File: config.mk
export PLATFORM = sky130hd
export DESIGN_NAME = text_line_number_filter_unit
export DESIGN_NICKNAME = d
export VERILOG_FILES = /design/src/sv/tlnf_pkg.sv /design/src/sv/tlnf_front.sv /design/src/sv/tlnf_queue.sv /design/src/sv/tlnf_back.sv /design/src/sv/text_line_number_filter_unit.sv
export SDC_FILE = /design/constraint.sdc
export NUM_CORES = 1
export LEC_CHECK = 0
export BUFFER_PORTS_ARGS = -buffer_cell sky130_fd_sc_hd__buf_2
export CAP_MARGIN = 20
export CORE_ASPECT_RATIO = 0.6
export CORE_MARGIN = 5
export CORE_UTILIZATION = 40
export DETAILED_ROUTE_END_ITERATION = 8
export GPL_TIMING_DRIVEN = 0
export PLACE_DENSITY = 0.59
export SETUP_SLACK_MARGIN = 0.05
export SLEW_MARGIN = 25
export SYNTH_ARGS = -nofsm -noshare
export SYNTH_HDL_FRONTEND = slang
export SYNTH_SLANG_ARGS = --single-unit
File: constraint.sdc
create_clock -name clk -period 3.22 [get_ports clk]
set_input_delay 0.483 -clock clk [delete_from_list [all_inputs] [get_ports clk]]
set_output_delay 0.483 -clock clk [all_outputs]
set_load 0.01 [all_outputs]
File: src/sv/tlnf_pkg.sv
// ----------------------------------------------------------------------------
// tlnf_pkg
// Shared types, constants and helpers of the text line-number filter.
// ----------------------------------------------------------------------------
package tlnf_pkg;

  localparam int NUMBER_DIGITS = 6;
  localparam int COUNT_W       = 4 * NUMBER_DIGITS;
  localparam int DIGIT_IDX_W   = (NUMBER_DIGITS > 1) ? $clog2(NUMBER_DIGITS) : 1;

  localparam int CFG_INDEX_W = 3;
  localparam int CFG_DATA_W  = 2;

  localparam int QUEUE_DEPTH = 4;
  localparam int QPTR_W      = $clog2(QUEUE_DEPTH);
  localparam int QCNT_W      = $clog2(QUEUE_DEPTH + 1);

  localparam logic [CFG_INDEX_W-1:0] REG_NUMBER_MODE      = 3'd0;
  localparam logic [CFG_INDEX_W-1:0] REG_SQUEEZE_BLANK    = 3'd1;
  localparam logic [CFG_INDEX_W-1:0] REG_SHOW_TABS        = 3'd2;
  localparam logic [CFG_INDEX_W-1:0] REG_SHOW_ENDS        = 3'd3;
  localparam logic [CFG_INDEX_W-1:0] REG_SHOW_NONPRINTING = 3'd4;

  localparam logic [1:0] MODE_NONE     = 2'd0;
  localparam logic [1:0] MODE_ALL      = 2'd1;
  localparam logic [1:0] MODE_NONBLANK = 2'd2;

  localparam logic [7:0] CH_TAB       = 8'd9;
  localparam logic [7:0] CH_NEWLINE   = 8'd10;
  localparam logic [7:0] CH_CTRL_END  = 8'd32;
  localparam logic [7:0] CH_SPACE     = 8'd32;
  localparam logic [7:0] CH_DOLLAR    = 8'd36;
  localparam logic [7:0] CH_ZERO      = 8'd48;
  localparam logic [7:0] CH_I         = 8'd73;
  localparam logic [7:0] CH_CARET     = 8'd94;
  localparam logic [7:0] CH_TILDE     = 8'd126;
  localparam logic [7:0] CH_HIGH_END  = 8'd160;
  localparam logic [7:0] CARET_OFFSET = 8'd64;

  typedef struct packed {
    logic [1:0] number_mode;
    logic       squeeze_blank;
    logic       show_tabs;
    logic       show_ends;
    logic       show_nonprinting;
  } cfg_t;

  typedef struct packed {
    logic               numbered;
    logic [COUNT_W-1:0] digits;
    logic               pre_en;
    logic [7:0]         pre_char;
    logic [7:0]         ch;
  } cmd_t;

  typedef enum logic [1:0] {
    PH_DIGIT,
    PH_TAB,
    PH_PRE,
    PH_CHAR
  } phase_t;

  function automatic logic [COUNT_W-1:0] bcd_inc(input logic [COUNT_W-1:0] v);
    logic [COUNT_W-1:0] r;
    logic               carry;
    logic               sat;
    logic [3:0]         d;
    r     = v;
    carry = 1'b1;
    sat   = 1'b1;
    for (int i = 0; i < NUMBER_DIGITS; i++) begin
      d = v[4*i +: 4];
      if (d != 4'd9) sat = 1'b0;
      if (carry) begin
        if (d < 4'd9) begin
          r[4*i +: 4] = d + 4'd1;
          carry       = 1'b0;
        end else begin
          r[4*i +: 4] = 4'd0;
        end
      end
    end
    return sat ? v : r;
  endfunction

endpackage

File: src/sv/tlnf_front.sv
// ----------------------------------------------------------------------------
// tlnf_front
// Accepts input bytes, tracks line state and the BCD line count, and turns
// each byte that is not squeezed into one output command.
// ----------------------------------------------------------------------------
module tlnf_front (
  input  logic                         clk,
  input  logic                         rst,
  input  tlnf_pkg::cfg_t               cfg,
  input  logic                         push,
  input  logic [7:0]                   data_byte,
  input  logic                         start_of_file,
  input  logic                         queue_full,
  output logic                         cmd_push,
  output tlnf_pkg::cmd_t               cmd
);
  import tlnf_pkg::*;

  logic               prev_newline, prev_newline_next;
  logic [1:0]         blank_run, blank_run_next;
  logic [COUNT_W-1:0] line_count, line_count_next;

  logic               accept;
  logic               nl;
  logic               pn;
  logic [1:0]         br;
  logic [COUNT_W-1:0] cnt;
  logic               squeezed;
  logic               numbered;
  logic               ctrl;

  assign accept = push && !queue_full;
  assign nl     = (data_byte == CH_NEWLINE);
  assign ctrl   = (data_byte < CH_TAB) ||
                  (data_byte > CH_NEWLINE && data_byte < CH_CTRL_END) ||
                  (data_byte > CH_TILDE && data_byte <= CH_HIGH_END);

  always_comb begin
    pn  = start_of_file ? 1'b1 : prev_newline;
    br  = start_of_file ? 2'd0 : blank_run;
    cnt = start_of_file ? COUNT_W'(1) : line_count;

    squeezed       = 1'b0;
    blank_run_next = 2'd0;
    if (cfg.squeeze_blank && nl && pn) begin
      blank_run_next = (br < 2'd2) ? br + 2'd1 : br;
      squeezed       = (blank_run_next > 2'd1);
    end

    numbered = !squeezed && pn && (cfg.number_mode == MODE_ALL ||
                                   (cfg.number_mode >= MODE_NONBLANK && !nl));
    line_count_next   = numbered ? bcd_inc(cnt) : cnt;
    prev_newline_next = nl;

    cmd.numbered = numbered;
    cmd.digits   = cnt;
    cmd.pre_en   = 1'b0;
    cmd.pre_char = CH_CARET;
    cmd.ch       = data_byte;
    if (cfg.show_tabs && data_byte == CH_TAB) begin
      cmd.pre_en = 1'b1;
      cmd.ch     = CH_I;
    end else if (cfg.show_ends && nl) begin
      cmd.pre_en   = 1'b1;
      cmd.pre_char = CH_DOLLAR;
    end else if (cfg.show_nonprinting && ctrl) begin
      cmd.pre_en = 1'b1;
      cmd.ch     = (data_byte > CH_TILDE) ? data_byte - CARET_OFFSET
                                          : data_byte + CARET_OFFSET;
    end

    cmd_push = accept && !squeezed;
  end

  always_ff @(posedge clk) begin
    if (rst) begin
      prev_newline <= 1'b1;
      blank_run    <= 2'd0;
      line_count   <= COUNT_W'(1);
    end else if (accept) begin
      prev_newline <= prev_newline_next;
      blank_run    <= blank_run_next;
      line_count   <= line_count_next;
    end
  end

endmodule

File: src/sv/tlnf_queue.sv
// ----------------------------------------------------------------------------
// tlnf_queue
// Short command queue between the front and the back.
// ----------------------------------------------------------------------------
module tlnf_queue (
  input  logic           clk,
  input  logic           rst,
  input  logic           push,
  input  tlnf_pkg::cmd_t push_cmd,
  output logic           full,
  output logic           valid,
  output tlnf_pkg::cmd_t head,
  input  logic           pop
);
  import tlnf_pkg::*;

  cmd_t              mem [QUEUE_DEPTH];
  logic [QPTR_W-1:0] wr_ptr;
  logic [QPTR_W-1:0] rd_ptr;
  logic [QCNT_W-1:0] count;
  logic              do_push;
  logic              do_pop;

  assign full    = (count == QCNT_W'(QUEUE_DEPTH));
  assign valid   = (count != '0);
  assign head    = mem[rd_ptr];
  assign do_push = push && !full;
  assign do_pop  = pop && valid;

  always_ff @(posedge clk) begin
    if (do_push) mem[wr_ptr] <= push_cmd;
  end

  always_ff @(posedge clk) begin
    if (rst) begin
      wr_ptr <= '0;
      rd_ptr <= '0;
      count  <= '0;
    end else begin
      if (do_push) wr_ptr <= wr_ptr + QPTR_W'(1);
      if (do_pop)  rd_ptr <= rd_ptr + QPTR_W'(1);
      count <= count + QCNT_W'(do_push) - QCNT_W'(do_pop);
    end
  end

endmodule

File: src/sv/tlnf_back.sv
// ----------------------------------------------------------------------------
// tlnf_back
// Expands each command into its run of output bytes and holds the next byte
// in an output register.
// ----------------------------------------------------------------------------
module tlnf_back (
  input  logic           clk,
  input  logic           rst,
  input  logic           head_valid,
  input  tlnf_pkg::cmd_t head,
  output logic           head_pop,
  output logic [7:0]     out_byte,
  output logic           last_of_run,
  output logic           empty,
  input  logic           pop
);
  import tlnf_pkg::*;

  logic                   mid;
  phase_t                 phase;
  logic [DIGIT_IDX_W-1:0] didx;
  logic                   lead;
  logic                   out_valid;

  logic                   mid_next;
  phase_t                 phase_next;
  logic [DIGIT_IDX_W-1:0] didx_next;
  logic                   lead_next;

  phase_t                 ph;
  logic [DIGIT_IDX_W-1:0] di;
  logic                   ld;
  logic [NUMBER_DIGITS-1:0][3:0] digit_arr;
  logic [3:0]             d;
  logic                   blank;
  logic                   emit;
  logic [7:0]             byte_next;
  logic                   last_next;
  phase_t                 after_num;

  assign digit_arr = head.digits;
  assign empty     = !out_valid;
  assign emit      = head_valid && (!out_valid || pop);
  assign after_num = head.pre_en ? PH_PRE : PH_CHAR;

  always_comb begin
    if (mid) begin
      ph = phase;
      di = didx;
      ld = lead;
    end else begin
      ph = head.numbered ? PH_DIGIT : after_num;
      di = DIGIT_IDX_W'(NUMBER_DIGITS - 1);
      ld = 1'b1;
    end

    d     = digit_arr[di];
    blank = ld && (d == 4'd0) && (di != '0);

    mid_next   = 1'b1;
    phase_next = ph;
    didx_next  = di;
    lead_next  = ld;
    byte_next  = head.ch;
    last_next  = 1'b0;
    head_pop   = 1'b0;

    case (ph)
      PH_DIGIT: begin
        byte_next = blank ? CH_SPACE : (CH_ZERO + {4'd0, d});
        lead_next = blank;
        if (di == '0) phase_next = PH_TAB;
        else          didx_next  = di - DIGIT_IDX_W'(1);
      end
      PH_TAB: begin
        byte_next  = CH_TAB;
        phase_next = after_num;
      end
      PH_PRE: begin
        byte_next  = head.pre_char;
        phase_next = PH_CHAR;
      end
      PH_CHAR: begin
        byte_next = head.ch;
        last_next = 1'b1;
        mid_next  = 1'b0;
        head_pop  = emit;
      end
      default: begin
        mid_next = 1'b0;
      end
    endcase
  end

  always_ff @(posedge clk) begin
    if (rst) begin
      mid       <= 1'b0;
      phase     <= PH_CHAR;
      didx      <= '0;
      lead      <= 1'b1;
      out_valid <= 1'b0;
    end else begin
      if (emit) begin
        mid       <= mid_next;
        phase     <= phase_next;
        didx      <= didx_next;
        lead      <= lead_next;
        out_valid <= 1'b1;
      end else if (pop) begin
        out_valid <= 1'b0;
      end
    end
  end

  always_ff @(posedge clk) begin
    if (emit) begin
      out_byte    <= byte_next;
      last_of_run <= last_next;
    end
  end

endmodule

File: src/sv/text_line_number_filter_unit.sv
// ----------------------------------------------------------------------------
// text_line_number_filter_unit
// Byte-stream formatter with line numbering, blank squeezing and caret forms.
// ----------------------------------------------------------------------------
// Each pushed byte yields one to nine output bytes (a six-digit number and a
// tab, a caret or dollar prefix, then the byte); a squeezed blank line yields
// none. The front takes one byte a cycle while its four-entry command queue
// has room; the back emits one output byte a cycle while the output is popped,
// so plain text streams at one byte per cycle. The first output byte passes
// through the command queue and the back's output register before it is on
// the ports.
// ----------------------------------------------------------------------------
module text_line_number_filter_unit (
  input  logic                             clk,
  input  logic                             rst,
  input  logic                             cfg_we,
  input  logic [tlnf_pkg::CFG_INDEX_W-1:0] cfg_index,
  input  logic [tlnf_pkg::CFG_DATA_W-1:0]  cfg_data,
  input  logic                             push,
  output logic                             full,
  input  logic [7:0]                       data_byte,
  input  logic                             start_of_file,
  output logic                             empty,
  input  logic                             pop,
  output logic [7:0]                       out_byte,
  output logic                             last_of_run
);
  import tlnf_pkg::*;

  cfg_t cfg;
  cmd_t front_cmd;
  cmd_t head_cmd;
  logic front_push;
  logic head_valid;
  logic head_pop;

  always_ff @(posedge clk) begin
    if (rst) begin
      cfg <= '0;
    end else if (cfg_we) begin
      case (cfg_index)
        REG_NUMBER_MODE:      cfg.number_mode      <= cfg_data;
        REG_SQUEEZE_BLANK:    cfg.squeeze_blank    <= cfg_data[0];
        REG_SHOW_TABS:        cfg.show_tabs        <= cfg_data[0];
        REG_SHOW_ENDS:        cfg.show_ends        <= cfg_data[0];
        REG_SHOW_NONPRINTING: cfg.show_nonprinting <= cfg_data[0];
        default: begin
        end
      endcase
    end
  end

  tlnf_front u_front (
    .clk           (clk),
    .rst           (rst),
    .cfg           (cfg),
    .push          (push),
    .data_byte     (data_byte),
    .start_of_file (start_of_file),
    .queue_full    (full),
    .cmd_push      (front_push),
    .cmd           (front_cmd)
  );

  tlnf_queue u_queue (
    .clk      (clk),
    .rst      (rst),
    .push     (front_push),
    .push_cmd (front_cmd),
    .full     (full),
    .valid    (head_valid),
    .head     (head_cmd),
    .pop      (head_pop)
  );

  tlnf_back u_back (
    .clk         (clk),
    .rst         (rst),
    .head_valid  (head_valid),
    .head        (head_cmd),
    .head_pop    (head_pop),
    .out_byte    (out_byte),
    .last_of_run (last_of_run),
    .empty       (empty),
    .pop         (pop)
  );

endmodule
# Yosys cells after proc, flatten, opt, wreduce, memory -nomap -nowiden
# Memory sizes are Yosys's and may differ from the RTL's. A register that Yosys moved wholly into a read port is not among the register bits.
# Index checks and enable logic that the tools add are counted.
dict set report classes {
  add_sub_neg 15
  n_mul 0
  div 0
  n_lt_le_gt_ge 15
  n_eq_ne 17
  shift 0
  muxes 66
  bitwise_logic 0
  reduce_logical 37
}
# operator count
set op_table {}
lappend op_table {{two-way mux 24 bit} 3}
lappend op_table {{two-way mux 4 bit} 12}
lappend op_table {{two-way mux 8 bit} 6}
lappend op_table {{case mux 8 bit (4 select lines)} 1}
lappend op_table {{two-way mux 1 bit} 30}
lappend op_table {{adder 4 x 1 -> 4 bit, second input constant} 6}
lappend op_table {{less-than comparator 4 bit, second input constant} 6}
lappend op_table {{!= test 4 bit, second input constant} 6}
lappend op_table {{logical AND 1 bit} 17}
lappend op_table {{equality test 8 x 4 -> 1 bit, second input constant} 2}
lappend op_table {{two-way mux 2 bit} 8}
lappend op_table {{binary-select mux 4 bit (select 3 bit)} 1}
lappend op_table {{AND reduction 2 bit} 5}
lappend op_table {{two-way mux 3 bit} 3}
lappend op_table {{adder 8 x 7 -> 8 bit, second input constant} 1}
lappend op_table {{greater-than comparator 8 x 4 -> 1 bit, second input constant} 1}
lappend op_table {{greater-than comparator 8 x 7 -> 1 bit, second input constant} 1}
lappend op_table {{less-or-equal comparator 8 bit, second input constant} 1}
lappend op_table {{less-than comparator 8 x 4 -> 1 bit, second input constant} 1}
lappend op_table {{less-than comparator 8 x 6 -> 1 bit, second input constant} 1}
lappend op_table {{subtractor 8 x 7 -> 8 bit, second input constant} 1}
lappend op_table {{adder 6 x 4 -> 7 bit, first input constant} 1}
lappend op_table {{two-way mux 7 bit} 1}
lappend op_table {{adder 2 x 1 -> 2 bit, second input constant} 3}
lappend op_table {{other kinds (20)} 32}
dict set report totals {
  regBits 57
  latchBits 0
  ramBits 168
  romBits 0
  input_bits 19
  output_inout_bits 11
  mem_count 1
}
# memory words word_bits rd rd_ports_with_merged_regs wr line
set mem_list {}
lappend mem_list {u_queue.mem 4 42 1 1 1 tlnf_queue.sv:17} ;# cmd_t mem [QUEUE_DEPTH];

# Logic depth before layout (Yosys ltp)
dict set report logic_depth {
  word_depth 11
  depth_mapped 14
  ltp_nobuf 11
}

# By module
# From an unflattened synthesis, not the netlist that was laid out.
dict set report hier_totals {
  cells_unflattened 711
  area_unflattened_um2 10218.6
}
# module instances cells_per_inst area_each_um2 seq_area_each_um2
set modules_own_cells {}
lappend modules_own_cells {tlnf_queue 1 269 6581.3 5225.0}
lappend modules_own_cells {tlnf_front 1 289 2199.6 540.5}
lappend modules_own_cells {tlnf_back 1 128 1149.9 430.4}
lappend modules_own_cells {text_line_number_filter_unit 1 25 287.8 120.1}

# Least setup slack after synthesis
# OpenSTA, ideal clock, no wires.
dict set report synth_path {
  path_type {input to register}
  start {in start_of_file}
  end {mem u_queue.mem[1][0] (netlist bit) (enable)}
  arrival_time_ns 2.570
  required_time_ns 2.823
  slack_ns 0.254
  stages 8
  path_cell_list {buf_2 > inv_1 > clkbuf_1 > nand2_1 > ha_1 > nor2b_1 > a31oi_1 > and2_1}
}
dict set report synth_between {
  elab_chain_len 10
  word_cells_on_any_way 13
  cone_classes {1 x add/sub; 2 x order compare; 6 x mux; 4 x reduce/logical}
}
# element line
set synth_rtl {}
lappend synth_rtl {{start, declared} text_line_number_filter_unit.sv:22} ;# input logic start_of_file,
lappend synth_rtl {{two-way mux 2 bit} tlnf_front.sv:40} ;# br = start_of_file ? 2'd0 : blank_run;
lappend synth_rtl {{adder 2 x 1 -> 2 bit / less-than comparator 2 bit (equally long branches)} tlnf_front.sv:46} ;# blank_run_next = (br < 2'd2) ? br + 2'd1 : br;
lappend synth_rtl {{two-way mux 2 bit} tlnf_front.sv:46}
lappend synth_rtl {{greater-than comparator 2 x 1 -> 1 bit} tlnf_front.sv:47} ;# squeezed = (blank_run_next > 2'd1);
lappend synth_rtl {{two-way mux 1 bit *} tlnf_front.sv:45} ;# if (cfg.squeeze_blank && nl && pn) begin
lappend synth_rtl {{logical NOT 1 bit *} tlnf_front.sv:72} ;# cmd_push = accept && !squeezed;
lappend synth_rtl {{logical AND 1 bit *} tlnf_front.sv:72}
lappend synth_rtl {{logical AND 1 bit *} tlnf_queue.sv:27} ;# assign do_push = push && !full;
lappend synth_rtl {{via u_queue.do_push} tlnf_queue.sv:21} ;# logic do_push;
lappend synth_rtl {{two-way mux 1 bit *} tlnf_queue.sv:31} ;# if (do_push) mem[wr_ptr] <= push_cmd;
lappend synth_rtl {{two-way mux 1 bit (implied by the code) *} tlnf_queue.sv:31}
lappend synth_rtl {{end, declared} tlnf_queue.sv:17}
# The timed path passes the listed nets; every way through them passes the cells marked *.

==> flow_summary.ini <==
[yosys]
syn-num-nets = 772
avgSynthCellArea_sq_um = 12.67
yosysUniqueCellTypes = 72
synth.area.top_cells = edfxtp_1, dfxtp_1, mux4_2
synth_top_cell_by_area = edfxtp_1
ys_top_cells_by_count = edfxtp_1, nand2_1, dfxtp_1
yosys_warnings = 0
synth_top_flop_cell = edfxtp_1
synth_edf_count = 153
yosys.area.top_type_share = 0.5007
netlist_instances = 724
async_flop_share = 0
yosysSeqAreaShare = 0.6098
synthesis.area_sq_um = 9176
ys_seq_elements = 203
synth.most_common_cell = edfxtp_1

[detailed_routing]
drtAntennaViolNets = 0
dr.pass1.iters = 6
vias_per_cell = 5.535
drtIter0Drc = 529
route.detailed.drc = 0
wl_um = 23420
vias = 6089
detail_route.wl_per_cell_um = 21.29

[sta]
setup_violations = 0
skew_ns = 0.01465
grt_setup_unrepaired = true
fin_hold_ws_ns = 0.2415
max_freq_mhz = 327.3
worst_pin_slew_ns = 0.8523
drv_slew = 0
period_share = 0.9488
hold_viol = 0
fin_crit_ns = 3.055
slew_headroom = 0.4318

[place]
dp_hpwl_um = 16800
io_buffer_count = 27
gp_congestion = 0.8663

[cts]
clock_sinks = 203
clk_pin_slew_ns = 0.06
cts-buffers-inserted = 20
cts_tree = built
postCtsHoldBufs = 0
clk_latency_ns = 0.49
cts_root_buf = clkbuf_16
cts_buffer_depth = 3
htreeDepth = 1

[worst_setup_path]
slowest_delay_ns = 0.43
critPathMaxFanout = 10
cp_slowest_cell = a21boi_2
critPathBufInv = 3
cp_common_cell = nand2_1
worstSetupStartpointType = primary input
crit_required_ns = 3.63
crit_chain = buf_2 -> clkbuf_2 -> or2_2 -> inv_1 -> ha_1 -> a21boi_2 -> nand2_1 -> nor3_4 -> nand2_1 -> or3_1 -> a21oi_1
crit_type = in -> reg
end_kind = register
arrival_ns = 3.47
cp_top_family = simple AND/OR/NAND/NOR gates

[finish]
multi_input_area_sq_um = 3299
seq_area_sq_um = 5595
syn_to_final_growth_pct = 14.45
post-route-util = 0.4714
drive_above_1_share = 0.1553
fillCellCount = 2004
fin_nets = 826
n_antenna_cell = 0

[global_route]
grt_overflow = 0
antenna_found_initial = 0
grt_first_pass_wirelength_um = 35890
track_usage = 0.1788
first_global_vias = 5879
grt_max_degree = 22

[die]
die_area_sq_um = 26170
placementRows = 42
pin_count = 30
fp.coreArea_sq_um = 22280
die_w_um = 205.5
start_util = 0.4118
die_h_um = 127.3

[pwr]
power_leakage_nw = 3.716
power_density_nw_per_um2 = 715.7
peakVddDrop_v = 0.0003429

[run]
drv_cap = 0

[run_status]
status = completed

[min_path]
hold_class = in -> reg
==> worst register-to-register path, delay by kind of cell (launching register included) <==
| kind | cells | cell delay [ns] |
|---|---|---|
| adders and majority gates | 3 | 0.75 |
| muxes | 1 | 0.59 |
| and+or+nand+nor | 3 | 0.56 |
| xor gates and xnor gates | 2 | 0.33 |
| DFF | 1 | 0.32 |
| buffers and inverters | 2 | 0.21 |
| AOI/OAI and AO/OA | 1 | 0.14 |
==> cell families (layout without fill, tap and decap cells) <==
kind of cell | count (synthesis) | count (layout) | share of synthesized area
XOR/XNOR | 5 | 5 | 0.004772
multiplexers | 60 | 60 | 0.09176
AO/OA/AOI/OAI | 124 | 124 | 0.08986
flip-flops | 203 | 203 | 0.6098
adder cells (fa/ha/maj) | 29 | 29 | 0.04036
buffers and inverters | 79 | 147 | 0.03436
AND/OR/NAND/NOR | 224 | 224 | 0.1291
==> placed cells by master (no fill, tap or decap), types with 6 or more instances in the layout <==
master and instances:
nand2_1 66, dfxtp_1 50, a31oi_1 13, ha_1 28
nand4_1 10, a22oi_1 6, buf_2 33, o211ai_1 7
clkbuf_16 21, nand3_1 20, mux2i_1 38, edfxtp_1 153
a21oi_1 27, nand2b_1 10, nor2_1 48, mux4_2 19
nor2b_1 15, clkinv_2 6, clkbuf_1 23, o21ai_0 31
inv_1 38
==> power breakdown <==
group | switching (W) | leakage, nW | internal (W) | total [W]
clock network | 0.000977 | 0.324 | 0.00137 | 0.00235
logic | 0.00119 | 1.49 | 0.000688 | 0.00188
registers | 0.000109 | 1.90 | 0.00318 | 0.00329
==> worst paths after layout <==
check | startpoint | endpoint | slack [ns] | cells past startpoint
hold / removal | cfg_data[1] | cfg[5] | 0.24 | 3
setup reg to reg | register | u_queue.count[2] | 0.19 | 12
setup / recovery | start_of_file | u_front.line_count[16] | 0.16 | 11
hold reg to reg | u_front.line_count[1] | u_front.line_count[1] | 0.46 | 2
==> state kept, by name, summed over array words and instances (netlist names), named ones only <==
| register | count |
|---|---|
| u_front.prev_newline | 1 |
| u_queue.count | 3 |
| u_queue.mem | 144 |
| u_back.last_of_run | 1 |
| u_back.out_valid | 1 |
| u_back.out_byte | 8 |
| u_back.didx | 3 |
| cfg | 6 |
| u_back.phase | 2 |
| u_queue.rd_ptr | 2 |
| u_queue.wr_ptr | 2 |
| u_front.blank_run | 2 |
| u_front.line_count | 24 |
| u_back.mid | 1 |
| u_back.lead | 1 |
==> stage by stage <==
stage | instances | setup TNS (ns) | instance area [sq um] | setup WS [ns] | total power, W
floorplan | 724 | 0 | 9176 | 0.2536 | 0.004558
CTS | 1099 | 0 | 10480 | 0.08563 | 0.007551
finish | 1100 | 0 | 10500 | 0.1650 | 0.007516
detailed placement | 1063 | -29.34 | 9797 | -0.5919 | 0.005186
global placement | 1059 | -152.93 | 9697 | -1.011 | 0.005109
global route | 1100 | 0 | 10500 | 0.03537 | 0.007885
==> cell type report <==
cell class / instances / share of cell area
Buffer: 36 / 0.01525
Sequential cell: 203 / 0.5328
Multi-Input combinational cell: 442 / 0.3142
Inverter: 43 / 0.01573
Tap cell: 308 / 0.03669
Clock inverter: 13 / 0.01108
Clock buffer: 23 / 0.05170
Timing Repair Buffer: 32 / 0.02264
==> per-layer routing <==
metal	part of all wire	routed length (um)	vias to the layer above	global-route usage
met5	0	0	-	0
met4	0.018	418	0	0.03384
met3	0.084	1958	33	0.04559
met2	0.39	9107	221	0.2341
met1	0.51	11930	3021	0.2950
li1	-	-	2814	-
==> what timing repair did <==
item / CTS / global route
pin swaps: 0 / 1
gates resized for setup: 5 / 5
buffers inserted: 0 / 1
endpoints found under the hold margin: 0 / 0
setup endpoints to repair: 11 / 7
cloned: 0 / 0
Note: power is estimated with default switching activity, not from simulation.
